## config.mk

```make
export PLATFORM = sky130hd
export DESIGN_NAME = table_driven_fsm_engine_flat
export DESIGN_NICKNAME = d
export VERILOG_FILES = /design/src/rtl/core/tdfsm_pkg.sv /design/src/rtl/core/tdfsm_if.sv /design/src/rtl/core/tdfsm_table_ram.sv /design/src/rtl/core/tdfsm_search.sv /design/src/rtl/core/table_driven_fsm_engine.sv /design/src/flat_wrapper.sv
export SDC_FILE = /design/constraint.sdc
export NUM_CORES = 2
export LEC_CHECK = 0
export BUFFER_PORTS_ARGS = -buffer_cell sky130_fd_sc_hd__buf_2
export CORE_MARGIN = 10
export CORE_UTILIZATION = 40
export DETAILED_ROUTE_END_ITERATION = 10
export SYNTH_ARGS = -nofsm -noshare
export SYNTH_HDL_FRONTEND = slang
export SYNTH_SLANG_ARGS = --single-unit
export TNS_END_PERCENT = 30
```

## constraint.sdc

```tcl
create_clock -name clock -period 3.15 [get_ports clock]
set_input_delay 0.1575 -clock clock [delete_from_list [all_inputs] [get_ports clock]]
set_output_delay 0.1575 -clock clock [all_outputs]
set_load 0.02 [all_outputs]
```

## src/rtl/core/tdfsm_pkg.sv

```systemverilog
// ----------------------------------------------------------------------------
// tdfsm_pkg
// Shared types and codes of the table-driven state machine engine.
// ----------------------------------------------------------------------------
package tdfsm_pkg;

   localparam int KIND_W   = 2;
   localparam int FIELD_W  = 8;
   localparam int STATUS_W = 2;

   typedef enum logic [KIND_W-1:0] {
      KIND_SEND    = 2'd0,
      KIND_ADD_REG = 2'd1,
      KIND_ADD_ERR = 2'd2,
      KIND_ADD_ABS = 2'd3
   } kind_type;

   typedef enum logic [STATUS_W-1:0] {
      STAT_OK      = 2'd0,
      STAT_NOMATCH = 2'd1,
      STAT_FULL    = 2'd2
   } status_type;

   typedef enum logic [1:0] {
      TBL_ERR,
      TBL_ABS,
      TBL_REG
   } table_sel_type;

   typedef enum logic [2:0] {
      TOP_IDLE,
      TOP_SEARCH,
      TOP_APPEND,
      TOP_DONE
   } top_state_type;

   typedef enum logic {
      SRCH_IDLE,
      SRCH_SCAN
   } srch_state_type;

   typedef struct packed {
      logic done;
      logic hit;
   } srch_status_type;

endpackage

```

## src/rtl/core/tdfsm_if.sv

```systemverilog
// ----------------------------------------------------------------------------
// tdfsm channel interfaces
// Request, response and register-write channels with valid/ready handshake.
// ----------------------------------------------------------------------------
interface tdfsm_req_if;
   import tdfsm_pkg::*;
   logic               valid;
   logic               ready;
   logic [KIND_W-1:0]  kind;
   logic [FIELD_W-1:0] from_state;
   logic [FIELD_W-1:0] symbol;
   logic [FIELD_W-1:0] to_state;

   modport source (output valid, kind, from_state, symbol, to_state, input ready);
   modport sink (input valid, kind, from_state, symbol, to_state, output ready);
endinterface

interface tdfsm_rsp_if;
   import tdfsm_pkg::*;
   logic                valid;
   logic                ready;
   logic [STATUS_W-1:0] status;
   logic [FIELD_W-1:0]  present_state;
   logic [FIELD_W-1:0]  last_symbol;

   modport source (output valid, status, present_state, last_symbol, input ready);
   modport sink (input valid, status, present_state, last_symbol, output ready);
endinterface

interface tdfsm_csr_if;
   import tdfsm_pkg::*;
   logic               valid;
   logic               ready;
   logic [FIELD_W-1:0] data;

   modport source (output valid, data, input ready);
   modport sink (input valid, data, output ready);
endinterface

```

## src/rtl/core/tdfsm_table_ram.sv

```systemverilog
// ----------------------------------------------------------------------------
// tdfsm_table_ram
// One transition table: single write port, single registered read port.
// ----------------------------------------------------------------------------
module tdfsm_table_ram #(
   parameter int DEPTH = 16,
   parameter int WIDTH = 16,
   localparam int AW   = (DEPTH > 1) ? $clog2(DEPTH) : 1
) (
   input  logic             clock,
   input  logic             wr_en,
   input  logic [AW-1:0]    wr_addr,
   input  logic [WIDTH-1:0] wr_data,
   input  logic [AW-1:0]    rd_addr,
   output logic [WIDTH-1:0] rd_data
);

   logic [WIDTH-1:0] mem [DEPTH];
   logic [WIDTH-1:0] rd_data_ff;

   always_ff @(posedge clock) begin
      if (wr_en) begin
         mem[wr_addr] <= wr_data;
      end
      rd_data_ff <= mem[rd_addr];
   end

   assign rd_data = rd_data_ff;

endmodule

```

## src/rtl/core/tdfsm_search.sv

```systemverilog
// ----------------------------------------------------------------------------
// tdfsm_search
// Scans error, absolute then regular table one entry a cycle through a
// single shared compare unit; stops at the first matching entry.
// ----------------------------------------------------------------------------
module tdfsm_search #(
   parameter int REGULAR_DEPTH  = 64,
   parameter int ERROR_DEPTH    = 16,
   parameter int ABSOLUTE_DEPTH = 16,
   parameter int STATE_BITS     = 8,
   localparam int MAX_DEPTH  = (REGULAR_DEPTH > ERROR_DEPTH) ?
                               ((REGULAR_DEPTH > ABSOLUTE_DEPTH) ? REGULAR_DEPTH : ABSOLUTE_DEPTH) :
                               ((ERROR_DEPTH > ABSOLUTE_DEPTH) ? ERROR_DEPTH : ABSOLUTE_DEPTH),
   localparam int IDX_W      = $clog2(MAX_DEPTH + 1),
   localparam int REG_AW     = (REGULAR_DEPTH > 1) ? $clog2(REGULAR_DEPTH) : 1,
   localparam int ERR_AW     = (ERROR_DEPTH > 1) ? $clog2(ERROR_DEPTH) : 1,
   localparam int ABS_AW     = (ABSOLUTE_DEPTH > 1) ? $clog2(ABSOLUTE_DEPTH) : 1,
   localparam int SHORT_W    = STATE_BITS + tdfsm_pkg::FIELD_W,
   localparam int LONG_W     = 2 * STATE_BITS + tdfsm_pkg::FIELD_W
) (
   input  logic                         clock,
   input  logic                         reset,
   input  logic                         start,
   input  logic [STATE_BITS-1:0]        cur_state,
   input  logic [tdfsm_pkg::FIELD_W-1:0] symbol,
   input  logic [IDX_W-1:0]             err_count,
   input  logic [IDX_W-1:0]             abs_count,
   input  logic [IDX_W-1:0]             reg_count,
   output logic [ERR_AW-1:0]            err_rd_addr,
   output logic [ABS_AW-1:0]            abs_rd_addr,
   output logic [REG_AW-1:0]            reg_rd_addr,
   input  logic [SHORT_W-1:0]           err_rd_data,
   input  logic [SHORT_W-1:0]           abs_rd_data,
   input  logic [LONG_W-1:0]            reg_rd_data,
   output tdfsm_pkg::srch_status_type   status,
   output logic [STATE_BITS-1:0]        dst
);
   import tdfsm_pkg::*;

   srch_state_type state_ff, state_in;
   table_sel_type  tbl_ff, tbl_in;
   table_sel_type  cmp_tbl_ff, cmp_tbl_in;
   logic [IDX_W-1:0] idx_ff, idx_in;
   logic             cmp_valid_ff, cmp_valid_in;

   logic [IDX_W-1:0]      cur_count;
   logic [FIELD_W-1:0]    ent_sym;
   logic [STATE_BITS-1:0] ent_dst;
   logic [STATE_BITS-1:0] ent_src;
   logic                  hit;
   logic                  exhausted;

   assign err_rd_addr = idx_ff[ERR_AW-1:0];
   assign abs_rd_addr = idx_ff[ABS_AW-1:0];
   assign reg_rd_addr = idx_ff[REG_AW-1:0];

   always_comb begin
      unique case (tbl_ff)
         TBL_ERR: cur_count = err_count;
         TBL_ABS: cur_count = abs_count;
         default: cur_count = reg_count;
      endcase
   end

   // shared compare unit, fed by the table whose read is in flight
   always_comb begin
      unique case (cmp_tbl_ff)
         TBL_ERR: begin
            ent_sym = err_rd_data[SHORT_W-1:STATE_BITS];
            ent_dst = err_rd_data[STATE_BITS-1:0];
         end
         TBL_ABS: begin
            ent_sym = abs_rd_data[SHORT_W-1:STATE_BITS];
            ent_dst = abs_rd_data[STATE_BITS-1:0];
         end
         default: begin
            ent_sym = reg_rd_data[SHORT_W-1:STATE_BITS];
            ent_dst = reg_rd_data[STATE_BITS-1:0];
         end
      endcase
   end

   assign ent_src   = reg_rd_data[LONG_W-1:SHORT_W];
   assign hit       = cmp_valid_ff && (ent_sym == symbol) &&
                      ((cmp_tbl_ff != TBL_REG) || (ent_src == cur_state));
   assign exhausted = !cmp_valid_ff && (tbl_ff == TBL_REG) && (idx_ff >= reg_count);
   assign dst       = ent_dst;

   always_ff @(posedge clock) begin
      if (reset) begin
         state_ff     <= SRCH_IDLE;
         tbl_ff       <= TBL_ERR;
         cmp_tbl_ff   <= TBL_ERR;
         idx_ff       <= '0;
         cmp_valid_ff <= 1'b0;
      end else begin
         state_ff     <= state_in;
         tbl_ff       <= tbl_in;
         cmp_tbl_ff   <= cmp_tbl_in;
         idx_ff       <= idx_in;
         cmp_valid_ff <= cmp_valid_in;
      end
   end

   always_comb begin
      state_in     = state_ff;
      tbl_in       = tbl_ff;
      cmp_tbl_in   = cmp_tbl_ff;
      idx_in       = idx_ff;
      cmp_valid_in = 1'b0;
      status.done  = 1'b0;
      status.hit   = 1'b0;
      unique case (state_ff)
         SRCH_IDLE: begin
            if (start) begin
               state_in = SRCH_SCAN;
               tbl_in   = TBL_ERR;
               idx_in   = '0;
            end
         end
         SRCH_SCAN: begin
            if (hit || exhausted) begin
               status.done = 1'b1;
               status.hit  = hit;
               state_in    = SRCH_IDLE;
            end else if (idx_ff < cur_count) begin
               // issue the next read; its data is compared next cycle
               idx_in       = idx_ff + IDX_W'(1);
               cmp_valid_in = 1'b1;
               cmp_tbl_in   = tbl_ff;
            end else if (tbl_ff != TBL_REG) begin
               tbl_in = (tbl_ff == TBL_ERR) ? TBL_ABS : TBL_REG;
               idx_in = '0;
            end
         end
         default: state_in = SRCH_IDLE;
      endcase
   end

endmodule

```

## src/rtl/core/table_driven_fsm_engine.sv

```systemverilog
// ----------------------------------------------------------------------------
// table_driven_fsm_engine
// Programmable state machine driven by error, absolute and regular tables.
// ----------------------------------------------------------------------------
// One request beat is taken at a time. An append (regular, error or absolute
// transition) answers once the output register is free. A send-symbol beat
// walks the error, absolute and regular tables in that order through one
// shared compare unit, one entry a cycle from a registered table read, and
// stops at the first match. A finished response sits in an output register;
// the next request is taken while it waits. A write on the csr channel loads
// the current state at once and is meant for idle periods only. Tables need
// no clearing after reset.
// ----------------------------------------------------------------------------
module table_driven_fsm_engine #(
   parameter int REGULAR_DEPTH  = 64,
   parameter int ERROR_DEPTH    = 16,
   parameter int ABSOLUTE_DEPTH = 16,
   parameter int STATE_BITS     = 8
) (
   input  logic        clock,
   input  logic        reset,
   tdfsm_req_if.sink   req_ch,
   tdfsm_rsp_if.source rsp_ch,
   tdfsm_csr_if.sink   csr_ch
);
   import tdfsm_pkg::*;

   localparam int MAX_DEPTH = (REGULAR_DEPTH > ERROR_DEPTH) ?
                              ((REGULAR_DEPTH > ABSOLUTE_DEPTH) ? REGULAR_DEPTH : ABSOLUTE_DEPTH) :
                              ((ERROR_DEPTH > ABSOLUTE_DEPTH) ? ERROR_DEPTH : ABSOLUTE_DEPTH);
   localparam int IDX_W   = $clog2(MAX_DEPTH + 1);
   localparam int REG_AW  = (REGULAR_DEPTH > 1) ? $clog2(REGULAR_DEPTH) : 1;
   localparam int ERR_AW  = (ERROR_DEPTH > 1) ? $clog2(ERROR_DEPTH) : 1;
   localparam int ABS_AW  = (ABSOLUTE_DEPTH > 1) ? $clog2(ABSOLUTE_DEPTH) : 1;
   localparam int REG_CW  = $clog2(REGULAR_DEPTH + 1);
   localparam int ERR_CW  = $clog2(ERROR_DEPTH + 1);
   localparam int ABS_CW  = $clog2(ABSOLUTE_DEPTH + 1);
   localparam int SHORT_W = STATE_BITS + FIELD_W;
   localparam int LONG_W  = 2 * STATE_BITS + FIELD_W;

   top_state_type state_ff, state_in;

   // held request beat
   kind_type              kind_ff;
   logic [STATE_BITS-1:0] from_ff;
   logic [FIELD_W-1:0]    sym_ff;
   logic [STATE_BITS-1:0] to_ff;

   logic [STATE_BITS-1:0] cur_ff, cur_in;
   logic [FIELD_W-1:0]    acc_sym_ff, acc_sym_in;
   logic [REG_CW-1:0]     reg_cnt_ff, reg_cnt_in;
   logic [ERR_CW-1:0]     err_cnt_ff, err_cnt_in;
   logic [ABS_CW-1:0]     abs_cnt_ff, abs_cnt_in;
   logic                  hit_ff, hit_in;
   logic [STATE_BITS-1:0] dst_ff, dst_in;

   logic                  rsp_valid_ff, rsp_valid_in;
   status_type            rsp_status_ff, rsp_status_in;
   logic [FIELD_W-1:0]    rsp_state_ff, rsp_state_in;
   logic [FIELD_W-1:0]    rsp_sym_ff, rsp_sym_in;

   logic                  req_accept;
   logic                  csr_write;
   logic                  slot_free;
   logic                  load_rsp;
   logic                  srch_start;
   srch_status_type       srch_status;
   logic [STATE_BITS-1:0] srch_dst;

   logic [STATE_BITS+FIELD_W-1:0] from_wide;
   logic [STATE_BITS+FIELD_W-1:0] to_wide;
   logic [STATE_BITS+FIELD_W-1:0] csr_wide;
   logic [STATE_BITS+FIELD_W-1:0] cur_wide;

   logic                  reg_wr_en, err_wr_en, abs_wr_en;
   logic [LONG_W-1:0]     reg_wr_data;
   logic [SHORT_W-1:0]    short_wr_data;
   logic [ERR_AW-1:0]     err_rd_addr;
   logic [ABS_AW-1:0]     abs_rd_addr;
   logic [REG_AW-1:0]     reg_rd_addr;
   logic [SHORT_W-1:0]    err_rd_data;
   logic [SHORT_W-1:0]    abs_rd_data;
   logic [LONG_W-1:0]     reg_rd_data;

   assign req_ch.ready = (state_ff == TOP_IDLE);
   assign csr_ch.ready = 1'b1;
   assign req_accept   = req_ch.valid && req_ch.ready;
   assign csr_write    = csr_ch.valid && csr_ch.ready;
   assign slot_free    = !rsp_valid_ff || rsp_ch.ready;
   assign srch_start   = req_accept && (kind_type'(req_ch.kind) == KIND_SEND);

   // state values fit STATE_BITS; widen first so any width works both ways
   assign from_wide = {{STATE_BITS{1'b0}}, req_ch.from_state};
   assign to_wide   = {{STATE_BITS{1'b0}}, req_ch.to_state};
   assign csr_wide  = {{STATE_BITS{1'b0}}, csr_ch.data};
   assign cur_wide  = {{FIELD_W{1'b0}}, cur_in};

   assign reg_wr_data   = {from_ff, sym_ff, to_ff};
   assign short_wr_data = {sym_ff, to_ff};

   always_ff @(posedge clock) begin
      if (req_accept) begin
         kind_ff <= kind_type'(req_ch.kind);
         from_ff <= from_wide[STATE_BITS-1:0];
         sym_ff  <= req_ch.symbol;
         to_ff   <= to_wide[STATE_BITS-1:0];
      end
      hit_ff        <= hit_in;
      dst_ff        <= dst_in;
      rsp_status_ff <= rsp_status_in;
      rsp_state_ff  <= rsp_state_in;
      rsp_sym_ff    <= rsp_sym_in;
   end

   always_ff @(posedge clock) begin
      if (reset) begin
         state_ff     <= TOP_IDLE;
         cur_ff       <= '0;
         acc_sym_ff   <= '0;
         reg_cnt_ff   <= '0;
         err_cnt_ff   <= '0;
         abs_cnt_ff   <= '0;
         rsp_valid_ff <= 1'b0;
      end else begin
         state_ff     <= state_in;
         cur_ff       <= cur_in;
         acc_sym_ff   <= acc_sym_in;
         reg_cnt_ff   <= reg_cnt_in;
         err_cnt_ff   <= err_cnt_in;
         abs_cnt_ff   <= abs_cnt_in;
         rsp_valid_ff <= rsp_valid_in;
      end
   end

   always_comb begin
      state_in      = state_ff;
      cur_in        = cur_ff;
      acc_sym_in    = acc_sym_ff;
      reg_cnt_in    = reg_cnt_ff;
      err_cnt_in    = err_cnt_ff;
      abs_cnt_in    = abs_cnt_ff;
      hit_in        = hit_ff;
      dst_in        = dst_ff;
      rsp_status_in = rsp_status_ff;
      load_rsp      = 1'b0;
      reg_wr_en     = 1'b0;
      err_wr_en     = 1'b0;
      abs_wr_en     = 1'b0;
      unique case (state_ff)
         TOP_IDLE: begin
            if (req_accept) begin
               state_in = srch_start ? TOP_SEARCH : TOP_APPEND;
            end
         end
         TOP_SEARCH: begin
            if (srch_status.done) begin
               hit_in   = srch_status.hit;
               dst_in   = srch_dst;
               state_in = TOP_DONE;
            end
         end
         TOP_DONE: begin
            if (slot_free) begin
               load_rsp = 1'b1;
               state_in = TOP_IDLE;
               if (hit_ff) begin
                  cur_in        = dst_ff;
                  acc_sym_in    = sym_ff;
                  rsp_status_in = STAT_OK;
               end else begin
                  rsp_status_in = STAT_NOMATCH;
               end
            end
         end
         TOP_APPEND: begin
            if (slot_free) begin
               load_rsp      = 1'b1;
               state_in      = TOP_IDLE;
               rsp_status_in = STAT_OK;
               case (kind_ff)
                  KIND_ADD_REG: begin
                     if (reg_cnt_ff == REG_CW'(REGULAR_DEPTH)) begin
                        rsp_status_in = STAT_FULL;
                     end else begin
                        reg_wr_en  = 1'b1;
                        reg_cnt_in = reg_cnt_ff + REG_CW'(1);
                     end
                  end
                  KIND_ADD_ERR: begin
                     if (err_cnt_ff == ERR_CW'(ERROR_DEPTH)) begin
                        rsp_status_in = STAT_FULL;
                     end else begin
                        err_wr_en  = 1'b1;
                        err_cnt_in = err_cnt_ff + ERR_CW'(1);
                     end
                  end
                  default: begin
                     if (abs_cnt_ff == ABS_CW'(ABSOLUTE_DEPTH)) begin
                        rsp_status_in = STAT_FULL;
                     end else begin
                        abs_wr_en  = 1'b1;
                        abs_cnt_in = abs_cnt_ff + ABS_CW'(1);
                     end
                  end
               endcase
            end
         end
         default: state_in = TOP_IDLE;
      endcase
      if (csr_write) begin
         cur_in = csr_wide[STATE_BITS-1:0];
      end
   end

   // response register: a beat waits here while the next request is taken
   always_comb begin
      rsp_valid_in = rsp_valid_ff;
      rsp_state_in = rsp_state_ff;
      rsp_sym_in   = rsp_sym_ff;
      if (load_rsp) begin
         rsp_valid_in = 1'b1;
         rsp_state_in = cur_wide[FIELD_W-1:0];
         rsp_sym_in   = acc_sym_in;
      end else if (rsp_ch.ready) begin
         rsp_valid_in = 1'b0;
      end
   end

   assign rsp_ch.valid         = rsp_valid_ff;
   assign rsp_ch.status        = rsp_status_ff;
   assign rsp_ch.present_state = rsp_state_ff;
   assign rsp_ch.last_symbol   = rsp_sym_ff;

   tdfsm_table_ram #(
      .DEPTH (ERROR_DEPTH),
      .WIDTH (SHORT_W)
   ) u_err_ram (
      .clock   (clock),
      .wr_en   (err_wr_en),
      .wr_addr (err_cnt_ff[ERR_AW-1:0]),
      .wr_data (short_wr_data),
      .rd_addr (err_rd_addr),
      .rd_data (err_rd_data)
   );

   tdfsm_table_ram #(
      .DEPTH (ABSOLUTE_DEPTH),
      .WIDTH (SHORT_W)
   ) u_abs_ram (
      .clock   (clock),
      .wr_en   (abs_wr_en),
      .wr_addr (abs_cnt_ff[ABS_AW-1:0]),
      .wr_data (short_wr_data),
      .rd_addr (abs_rd_addr),
      .rd_data (abs_rd_data)
   );

   tdfsm_table_ram #(
      .DEPTH (REGULAR_DEPTH),
      .WIDTH (LONG_W)
   ) u_reg_ram (
      .clock   (clock),
      .wr_en   (reg_wr_en),
      .wr_addr (reg_cnt_ff[REG_AW-1:0]),
      .wr_data (reg_wr_data),
      .rd_addr (reg_rd_addr),
      .rd_data (reg_rd_data)
   );

   tdfsm_search #(
      .REGULAR_DEPTH  (REGULAR_DEPTH),
      .ERROR_DEPTH    (ERROR_DEPTH),
      .ABSOLUTE_DEPTH (ABSOLUTE_DEPTH),
      .STATE_BITS     (STATE_BITS)
   ) u_search (
      .clock       (clock),
      .reset       (reset),
      .start       (srch_start),
      .cur_state   (cur_ff),
      .symbol      (sym_ff),
      .err_count   (IDX_W'(err_cnt_ff)),
      .abs_count   (IDX_W'(abs_cnt_ff)),
      .reg_count   (IDX_W'(reg_cnt_ff)),
      .err_rd_addr (err_rd_addr),
      .abs_rd_addr (abs_rd_addr),
      .reg_rd_addr (reg_rd_addr),
      .err_rd_data (err_rd_data),
      .abs_rd_data (abs_rd_data),
      .reg_rd_data (reg_rd_data),
      .status      (srch_status),
      .dst         (srch_dst)
   );

   a_reg_cnt_bound: assert property (@(posedge clock) disable iff (reset)
      reg_cnt_ff <= REG_CW'(REGULAR_DEPTH))
      else $error("regular count beyond table depth");

   a_err_cnt_bound: assert property (@(posedge clock) disable iff (reset)
      err_cnt_ff <= ERR_CW'(ERROR_DEPTH) && abs_cnt_ff <= ABS_CW'(ABSOLUTE_DEPTH))
      else $error("error or absolute count beyond table depth");

   a_done_in_search: assert property (@(posedge clock) disable iff (reset)
      srch_status.done |-> state_ff == TOP_SEARCH)
      else $error("search finished outside a send");

   a_search_follows_send: assert property (@(posedge clock) disable iff (reset)
      srch_start |=> state_ff == TOP_SEARCH)
      else $error("send beat did not start a search");

   a_state_only_on_hit: assert property (@(posedge clock) disable iff (reset)
      (state_ff == TOP_DONE && slot_free && !hit_ff && !csr_write) |=> $stable(cur_ff))
      else $error("current state changed without a match");

endmodule

```

## src/flat_wrapper.sv

```systemverilog
// flat-port wrapper written by rule: the top's interface ports become plain ports
module table_driven_fsm_engine_flat import tdfsm_pkg::*;
#(
   parameter int REGULAR_DEPTH  = 64,
   parameter int ERROR_DEPTH    = 16,
   parameter int ABSOLUTE_DEPTH = 16,
   parameter int STATE_BITS     = 8
)
  (clock, reset, req_ch_valid, req_ch_kind, req_ch_from_state, req_ch_symbol, req_ch_to_state, req_ch_ready, rsp_ch_valid, rsp_ch_status, rsp_ch_present_state, rsp_ch_last_symbol, rsp_ch_ready, csr_ch_valid, csr_ch_data, csr_ch_ready);
  tdfsm_req_if req_ch_i ();
  tdfsm_rsp_if rsp_ch_i ();
  tdfsm_csr_if csr_ch_i ();
  input  logic clock;
  input  logic reset;
  input wire logic [$bits(req_ch_i.valid)-1:0] req_ch_valid;
  input wire logic [$bits(req_ch_i.kind)-1:0] req_ch_kind;
  input wire logic [$bits(req_ch_i.from_state)-1:0] req_ch_from_state;
  input wire logic [$bits(req_ch_i.symbol)-1:0] req_ch_symbol;
  input wire logic [$bits(req_ch_i.to_state)-1:0] req_ch_to_state;
  output wire logic [$bits(req_ch_i.ready)-1:0] req_ch_ready;
  output wire logic [$bits(rsp_ch_i.valid)-1:0] rsp_ch_valid;
  output wire logic [$bits(rsp_ch_i.status)-1:0] rsp_ch_status;
  output wire logic [$bits(rsp_ch_i.present_state)-1:0] rsp_ch_present_state;
  output wire logic [$bits(rsp_ch_i.last_symbol)-1:0] rsp_ch_last_symbol;
  input wire logic [$bits(rsp_ch_i.ready)-1:0] rsp_ch_ready;
  input wire logic [$bits(csr_ch_i.valid)-1:0] csr_ch_valid;
  input wire logic [$bits(csr_ch_i.data)-1:0] csr_ch_data;
  output wire logic [$bits(csr_ch_i.ready)-1:0] csr_ch_ready;
  assign req_ch_i.valid = req_ch_valid;
  assign req_ch_i.kind = req_ch_kind;
  assign req_ch_i.from_state = req_ch_from_state;
  assign req_ch_i.symbol = req_ch_symbol;
  assign req_ch_i.to_state = req_ch_to_state;
  assign req_ch_ready = req_ch_i.ready;
  assign rsp_ch_valid = rsp_ch_i.valid;
  assign rsp_ch_status = rsp_ch_i.status;
  assign rsp_ch_present_state = rsp_ch_i.present_state;
  assign rsp_ch_last_symbol = rsp_ch_i.last_symbol;
  assign rsp_ch_i.ready = rsp_ch_ready;
  assign csr_ch_i.valid = csr_ch_valid;
  assign csr_ch_i.data = csr_ch_data;
  assign csr_ch_ready = csr_ch_i.ready;
  table_driven_fsm_engine #(.REGULAR_DEPTH(REGULAR_DEPTH), .ERROR_DEPTH(ERROR_DEPTH), .ABSOLUTE_DEPTH(ABSOLUTE_DEPTH), .STATE_BITS(STATE_BITS)) u_core (.clock(clock), .reset(reset), .req_ch(req_ch_i), .rsp_ch(rsp_ch_i), .csr_ch(csr_ch_i));
endmodule
```

Word level (Yosys, flattened, before mapping). Memory sizes are Yosys's and may differ from the RTL's. A register that Yosys moved wholly into a read port is not among the register bits. Cells that the tools add are included.

RAM bits: 2048. Flip-flop bits (word level): 103. Output and inout bits: 21. ROM bits: 0. Memories kept: 3. Word-level logic and storage cells: 153. Latch bits: 0. Input port bits: 39.

Shifts and indexed selects: 0. Bitwise logic cells: 6. Reductions and logical operators: 30. Equal/unequal tests: 25. $lt $le $gt $ge: 2. Muxes and demuxes: 62. Multipliers: 0. Divide/modulo/power cells: 0. Add/sub/neg operators: 4.

Memory list: u_core.u_reg_ram.mem (words 64, bits a word 24, read ports 1, clocked after memory_dff 1, wr ports 1, RTL line tdfsm_table_ram.sv:18) `logic [WIDTH-1:0] mem [DEPTH];`; u_core.u_abs_ram.mem (words 16, bits a word 16, read ports 1, clocked after memory_dff 1, wr ports 1, RTL line tdfsm_table_ram.sv:18); u_core.u_err_ram.mem (words 16, bits a word 16, read ports 1, clocked after memory_dff 1, wr ports 1, RTL line tdfsm_table_ram.sv:18).

Operators by type and width (count): two-way mux 8 bit (7); one-hot mux 8 bit (2 select lines) (2); two-way mux 7 bit (4); one-hot mux 7 bit (2 select lines) (2); two-way mux 1 bit (26); two-way mux 2 bit (13); == test 8 bit (2); AND reduction 4 bit (4); adder 7 x 1 -> 7 bit (second input constant) (2); inequality test 2 x 1 -> 1 bit (second input constant) (6); one-hot mux 2 bit (2 select lines) (3); AND reduction 3 bit (4); adder 5 x 1 -> 5 bit (second input constant) (2); == test 5 bit (second input constant) (2); inequality test 2 bit (second input constant) (5); two-way mux 3 bit (3); one-hot mux 3 bit (3 select lines) (1); == test 7 bit (second input constant) (1); >= comparator 7 bit (1); less-than comparator 7 bit (1); == test 2 x 1 -> 1 bit (second input constant) (3); == test 3 x 2 -> 1 bit (second input constant) (2); logical AND 1 bit (6); zero test 2 bit (3); 12 further kinds (24).

Depth between registers and ports, before layout.
Depth after elaboration: 10. Depth in mapped cells: 14.

By module. Synthesis repeated with hierarchy kept, for this count alone.

Cell total of the unflattened synthesis: 3967. Area, all modules: 84638.7 µm².

Modules (own cells, without submodules): tdfsm_table_ram (u_core.u_reg_ram) (times used 1, area an instance 59295.6 µm², cells each 2610); tdfsm_table_ram (u_core.u_abs_ram ...) (times used 2, area an instance 10042.1 µm², cells each 432); table_driven_fsm_engine (times used 1, area an instance 3485.8 µm², cells each 262); tdfsm_search (times used 1, area an instance 1773.0 µm², cells each 231).

Worst setup path after synthesis. No wires, ideal clock.

Path type: register -> register. Start: register u_core.u_search.idx_ff[0]. End: register u_core.u_search.idx_ff[4]. Stages on the path, launching flop included: 15. Period minus slack after synthesis: 3412 ps. Required time: 3080 ps. Path slack: -262 ps. Setup time: 70 ps. Buffers on the path: 5. Arrival: 3342 ps. Path through: dfxtp_1 -> buf_2 -> buf_6 -> buf_2 -> buf_1 -> inv_1 -> ha_1 -> nand2b_1 -> a2111oi_0 -> o31a_1 -> o21ai_1 -> o22a_1 -> buf_2 -> or4_1 -> a21oi_1.

Longest elaborated chain between the ends: 5. Elaborated cells on any way between the ends: 11. Those cells by class: 1 x add/sub; 2 x order compare; 2 x eq/ne; 3 x mux; 3 x reduce/logical.

RTL lines: start: declaration (RTL line tdfsm_search.sv:43) `logic [IDX_W-1:0] idx_ff, idx_in;`; start signal: assignment (RTL line tdfsm_search.sv:100) `idx_ff <= idx_in;`; >= comparator 7 bit (RTL line tdfsm_search.sv:86) `assign exhausted = !cmp_valid_ff && (tbl_ff == TBL_REG) && (idx_ff >= reg_count);`; logical AND 1 bit (RTL line tdfsm_search.sv:86); logical OR 1 bit (RTL line tdfsm_search.sv:122) `if (hit || exhausted) begin`; inequality test 2 bit (no source line); AND reduction 3 bit (no source line).

Parallel ways exist; a longest one is shown, timed or not. The select of a mux whose other input is x is not followed. A chain may end at the register's enable or synchronous reset.

==> impl_metrics.env <==
export IMPL_tns_ns=0
export IMPL_die_h_um=478
export IMPL_clock_latency_ns=0.88
export IMPL_seq_area_mm2=0.0652
export IMPL_synthCells=3515
export IMPL_ant_nets=0
export IMPL_synth_top_cell_area_share_pct=75.3
export IMPL_period_needed_ns=2.98
export IMPL_yosysUniqueCellTypes=50
export IMPL_dieArea_mm2=0.228
export IMPL_antenna_found_initial=21
export IMPL_slew_headroom_pct=23.8
export IMPL_synth_area_mm2=0.0838
export IMPL_cts_clk_slew_worst_paths_ns=0.07
export IMPL_power_density_mw_per_mm2=615
export IMPL_yosys_register_bits=2206
export IMPL_grt_pass1_vias=39700
export IMPL_ys_seq_area_share_pct=77.8
export IMPL_hp_class="in -> reg"
export IMPL_start_kind="flip-flop"
export IMPL_grt_max_degree=98
export IMPL_crit_buf_inv=2
export IMPL_layout_drive_gt1_share_pct=34.9
export IMPL_required_ns=3.88
export IMPL_worst_setup_path_type="reg -> reg"
export IMPL_syn_avg_cell_area_um2=23.8
export IMPL_worst_pin_slew_ns=1.14
export IMPL_crit_family="multiplexers"
export IMPL_crit_start="u_core.u_search.idx_ff[0]$_SDFFE_PP0P_"
export IMPL_n_fill_cell=16800
export IMPL_syn2layout_area_growth_pct=17.5
export IMPL_drc=0
export IMPL_drv_slew=0
export IMPL_ios=60
export IMPL_cts_buffer_depth=3
export IMPL_outcome="finished, final reports clean"
export IMPL_hold_path_depth=2
export IMPL_post_cts_buffers=0
export IMPL_async_flop_share_pct=0
export IMPL_dp_cells=6483
export IMPL_peakVddDrop_v=0.000572
export IMPL_fmax_ghz=0.336
export IMPL_finClkSkew_ns=0.0727
export IMPL_setup_violations=0
export IMPL_slowest_stage="mux4_2"
export IMPL_ff2ff_path_depth=5
export IMPL_synth_edf_count=2101
export IMPL_final_cells=6942
export IMPL_hp_start="req_ch_symbol[1]"
export IMPL_avgRoutedWirePerCell_um=30.6
export IMPL_slowest_delay_ns=0.57
export IMPL_final_cell_mix="edfxtp_1, mux4_2, clkbuf_16, buf_4, buf_12"
export IMPL_grt_pass1_wl_mm=302
export IMPL_cts_tree="yes"
export IMPL_port_buffers=58
export IMPL_synth_nets=3580
export IMPL_drtIter0Drc=4884
export IMPL_end_kind="flip-flop"
export IMPL_reg2reg_slack_ns=0.17
export IMPL_detail_route_vias_per_cell=5.66
export IMPL_grtUsageTotal_pct=18.3
export IMPL_critical_path_peak_fanout=37
export IMPL_final_common_cell="edfxtp_1"
export IMPL_leakage_nw=29.9
export IMPL_grt_overflow_total=0
export IMPL_timing_rr_end="u_core.u_reg_ram.rd_data[3]$_DFF_P_"
export IMPL_crit_chain="buf_12, buf_4, mux4_2, mux4_2, mux4_2"
export IMPL_multi_input_area_mm2=0.0181
export IMPL_synthFlopType="edfxtp_1"
export IMPL_regToRegStartpoint="u_core.u_search.idx_ff[0]$_SDFFE_PP0P_"
export IMPL_crit_path_frequent_cell="mux4_2"
export IMPL_die_w_um=478
export IMPL_cts_root_buf="clkbuf_16"
export IMPL_vias=39300
export IMPL_place_hpwl_mm=124
export IMPL_start_util_pct=40.3
export IMPL_htree_levels=4
export IMPL_cts_sinks=2206
export IMPL_critPathArrivalTime_ns=3.70
export IMPL_rsz0062_at_grt="no"
export IMPL_core_mm2=0.208
export IMPL_tritoncts_num_buffers=214
export IMPL_first_pass_iters=6
export IMPL_routabilityCongestion=0.849
export IMPL_yosys_area_top_type="edfxtp_1"
export IMPL_hold_viol_final=0
export IMPL_post_route_period_util_pct=94.5
export IMPL_wirelength_mm=212
export IMPL_yosys_warnings=0
export IMPL_worstHoldEndpoint="u_core.sym_ff[1]$_DFFE_PP_"
export IMPL_maxCapViolCount=0
export IMPL_synth_area_leaders="edfxtp_1, mux4_2, dfxtp_1"
export IMPL_fin_nets=4034
export IMPL_rows=167
## per-layer routing
metal	wire, µm	vias up	track usage, %
met5	22	-	0
met4	5800	4	5.43
met3	14900	259	3.03
met2	103000	1551	29.1
met1	88900	21600	26.1
li1	-	15900	-
## Yosys cell counts (4+ instances only)
cell type	number
edfxtp_1	2101
mux4_2	664
nor2_1	125
dfxtp_1	105
clkbuf_1	89
buf_2	53
nand2_1	51
mux2i_1	35
nor2b_1	28
ha_1	26
o21ai_0	24
buf_1	22
inv_1	20
a21oi_1	19
nand3_1	19
buf_4	15
xnor2_1	13
xor2_1	12
nand4_1	10
nor3_1	9
mux2_2	8
nand2b_1	6
o211ai_1	6
or4_1	6
o31ai_1	5
a211o_1	4
and3_1	4
buf_6	4
## layout make-up
type	instances	area share [%]
diodes	5	0.0127
clock buffers	278	5.91
repair buffers	421	4.62
well taps	2788	3.54
clock inverters	118	1.18
flip-flops and latches	2206	66.2
inverters	21	0.0801
multi-input cells	1105	18.4
## worst max path at each step
| stage | end | slack (ns) | depth (start not counted) |
|---|---|---|---|
| 3_3_place_gp | u_core.u_reg_ram.rd_data[9]$_DFF_P_ | 0.19 | 5 |
| 3_5_place_dp | u_core.u_reg_ram.rd_data[9]$_DFF_P_ | 0.17 | 5 |
| 5_1_grt | u_core.u_search.idx_ff[4]$_SDFFE_PP0P_ | 0.04 | 12 |
| 6_report | u_core.u_reg_ram.rd_data[3]$_DFF_P_ | 0.17 | 5 |
| 2_1_floorplan | u_core.u_reg_ram.mem[25][0]$_DFFE_PP_ | -0.22 | 9 |
| 4_1_cts | u_core.u_reg_ram.rd_data[3]$_DFF_P_ | 0.19 | 5 |
## worst register-to-register path: cells and delay by family, from the launching register on
kind	cells	cell delay (ns)
buffers and inverters	2	0.77
muxes	3	1.62
DFF	1	0.47
## registers in the layout (all words and copies together) (netlist names), 2 cells and up
| name | flops |
|---|---|
| u_core.u_reg_ram.mem | 1536 |
| u_core.u_abs_ram.mem | 256 |
| u_core.u_err_ram.mem | 256 |
| u_core.u_reg_ram.rd_data | 24 |
| u_core.u_abs_ram.rd_data | 16 |
| u_core.u_err_ram.rd_data | 16 |
| u_core.acc_sym_ff | 8 |
| u_core.cur_ff | 8 |
| u_core.dst_ff | 8 |
| u_core.from_ff | 8 |
| u_core.rsp_ch.last_symbol | 8 |
| u_core.rsp_ch.present_state | 8 |
| u_core.sym_ff | 8 |
| u_core.to_ff | 8 |
| u_core.reg_cnt_ff | 7 |
| u_core.u_search.idx_ff | 7 |
| u_core.abs_cnt_ff | 5 |
| u_core.err_cnt_ff | 5 |
| u_core.kind_ff | 2 |
| u_core.rsp_ch.status | 2 |
| u_core.state_ff | 2 |
| u_core.u_search.cmp_tbl_ff | 2 |
| u_core.u_search.tbl_ff | 2 |
## power by group
part | total, mW | internal, mW | leakage (nW) | switching (mW)
Clock | 25.3 | 14.2 | 3.40 | 11.1
Sequential | 32.6 | 32.4 | 19.8 | 0.179
Combinational | 2.74 | 1.15 | 6.76 | 1.59
## repair_timing
item                                    CTS  global route
hold buffers                             58             0
endpoints found under the hold margin    76             0
endpoints found under the setup margin    0             1
resized for setup                         0             1
## kinds of logic after synthesis
kind of cell | Yosys count | synth area share [%]
flip-flops | 2206 | 77.8
AO/OA/AOI/OAI | 73 | 0.530
XOR/XNOR | 25 | 0.261
buffers and inverters | 204 | 1.10
other | 1 | 0.00448
multiplexers | 707 | 18.4
AND/OR/NAND/NOR | 273 | 1.51
adder cells (fa/ha/maj) | 26 | 0.388
## metrics by stage
stage	cell area [µm²]	power [mW]	setup WS [ns]	hold WS (ns)	utilization, %
5_1_grt	98400	62.4	0.0426	0.0538	47.4
3_5_place_dp	90900	35.9	0.172	0.336	43.8
3_3_place_gp	90900	35.9	0.187	0.334	43.8
2_1_floorplan	83800	34.8	-0.218	0.256	-
4_1_cts	98400	61.2	0.188	0.0186	47.4
6_report	98500	60.6	0.174	0.0668	47.4
No activity file was read; power rests on OpenSTA's default activity.
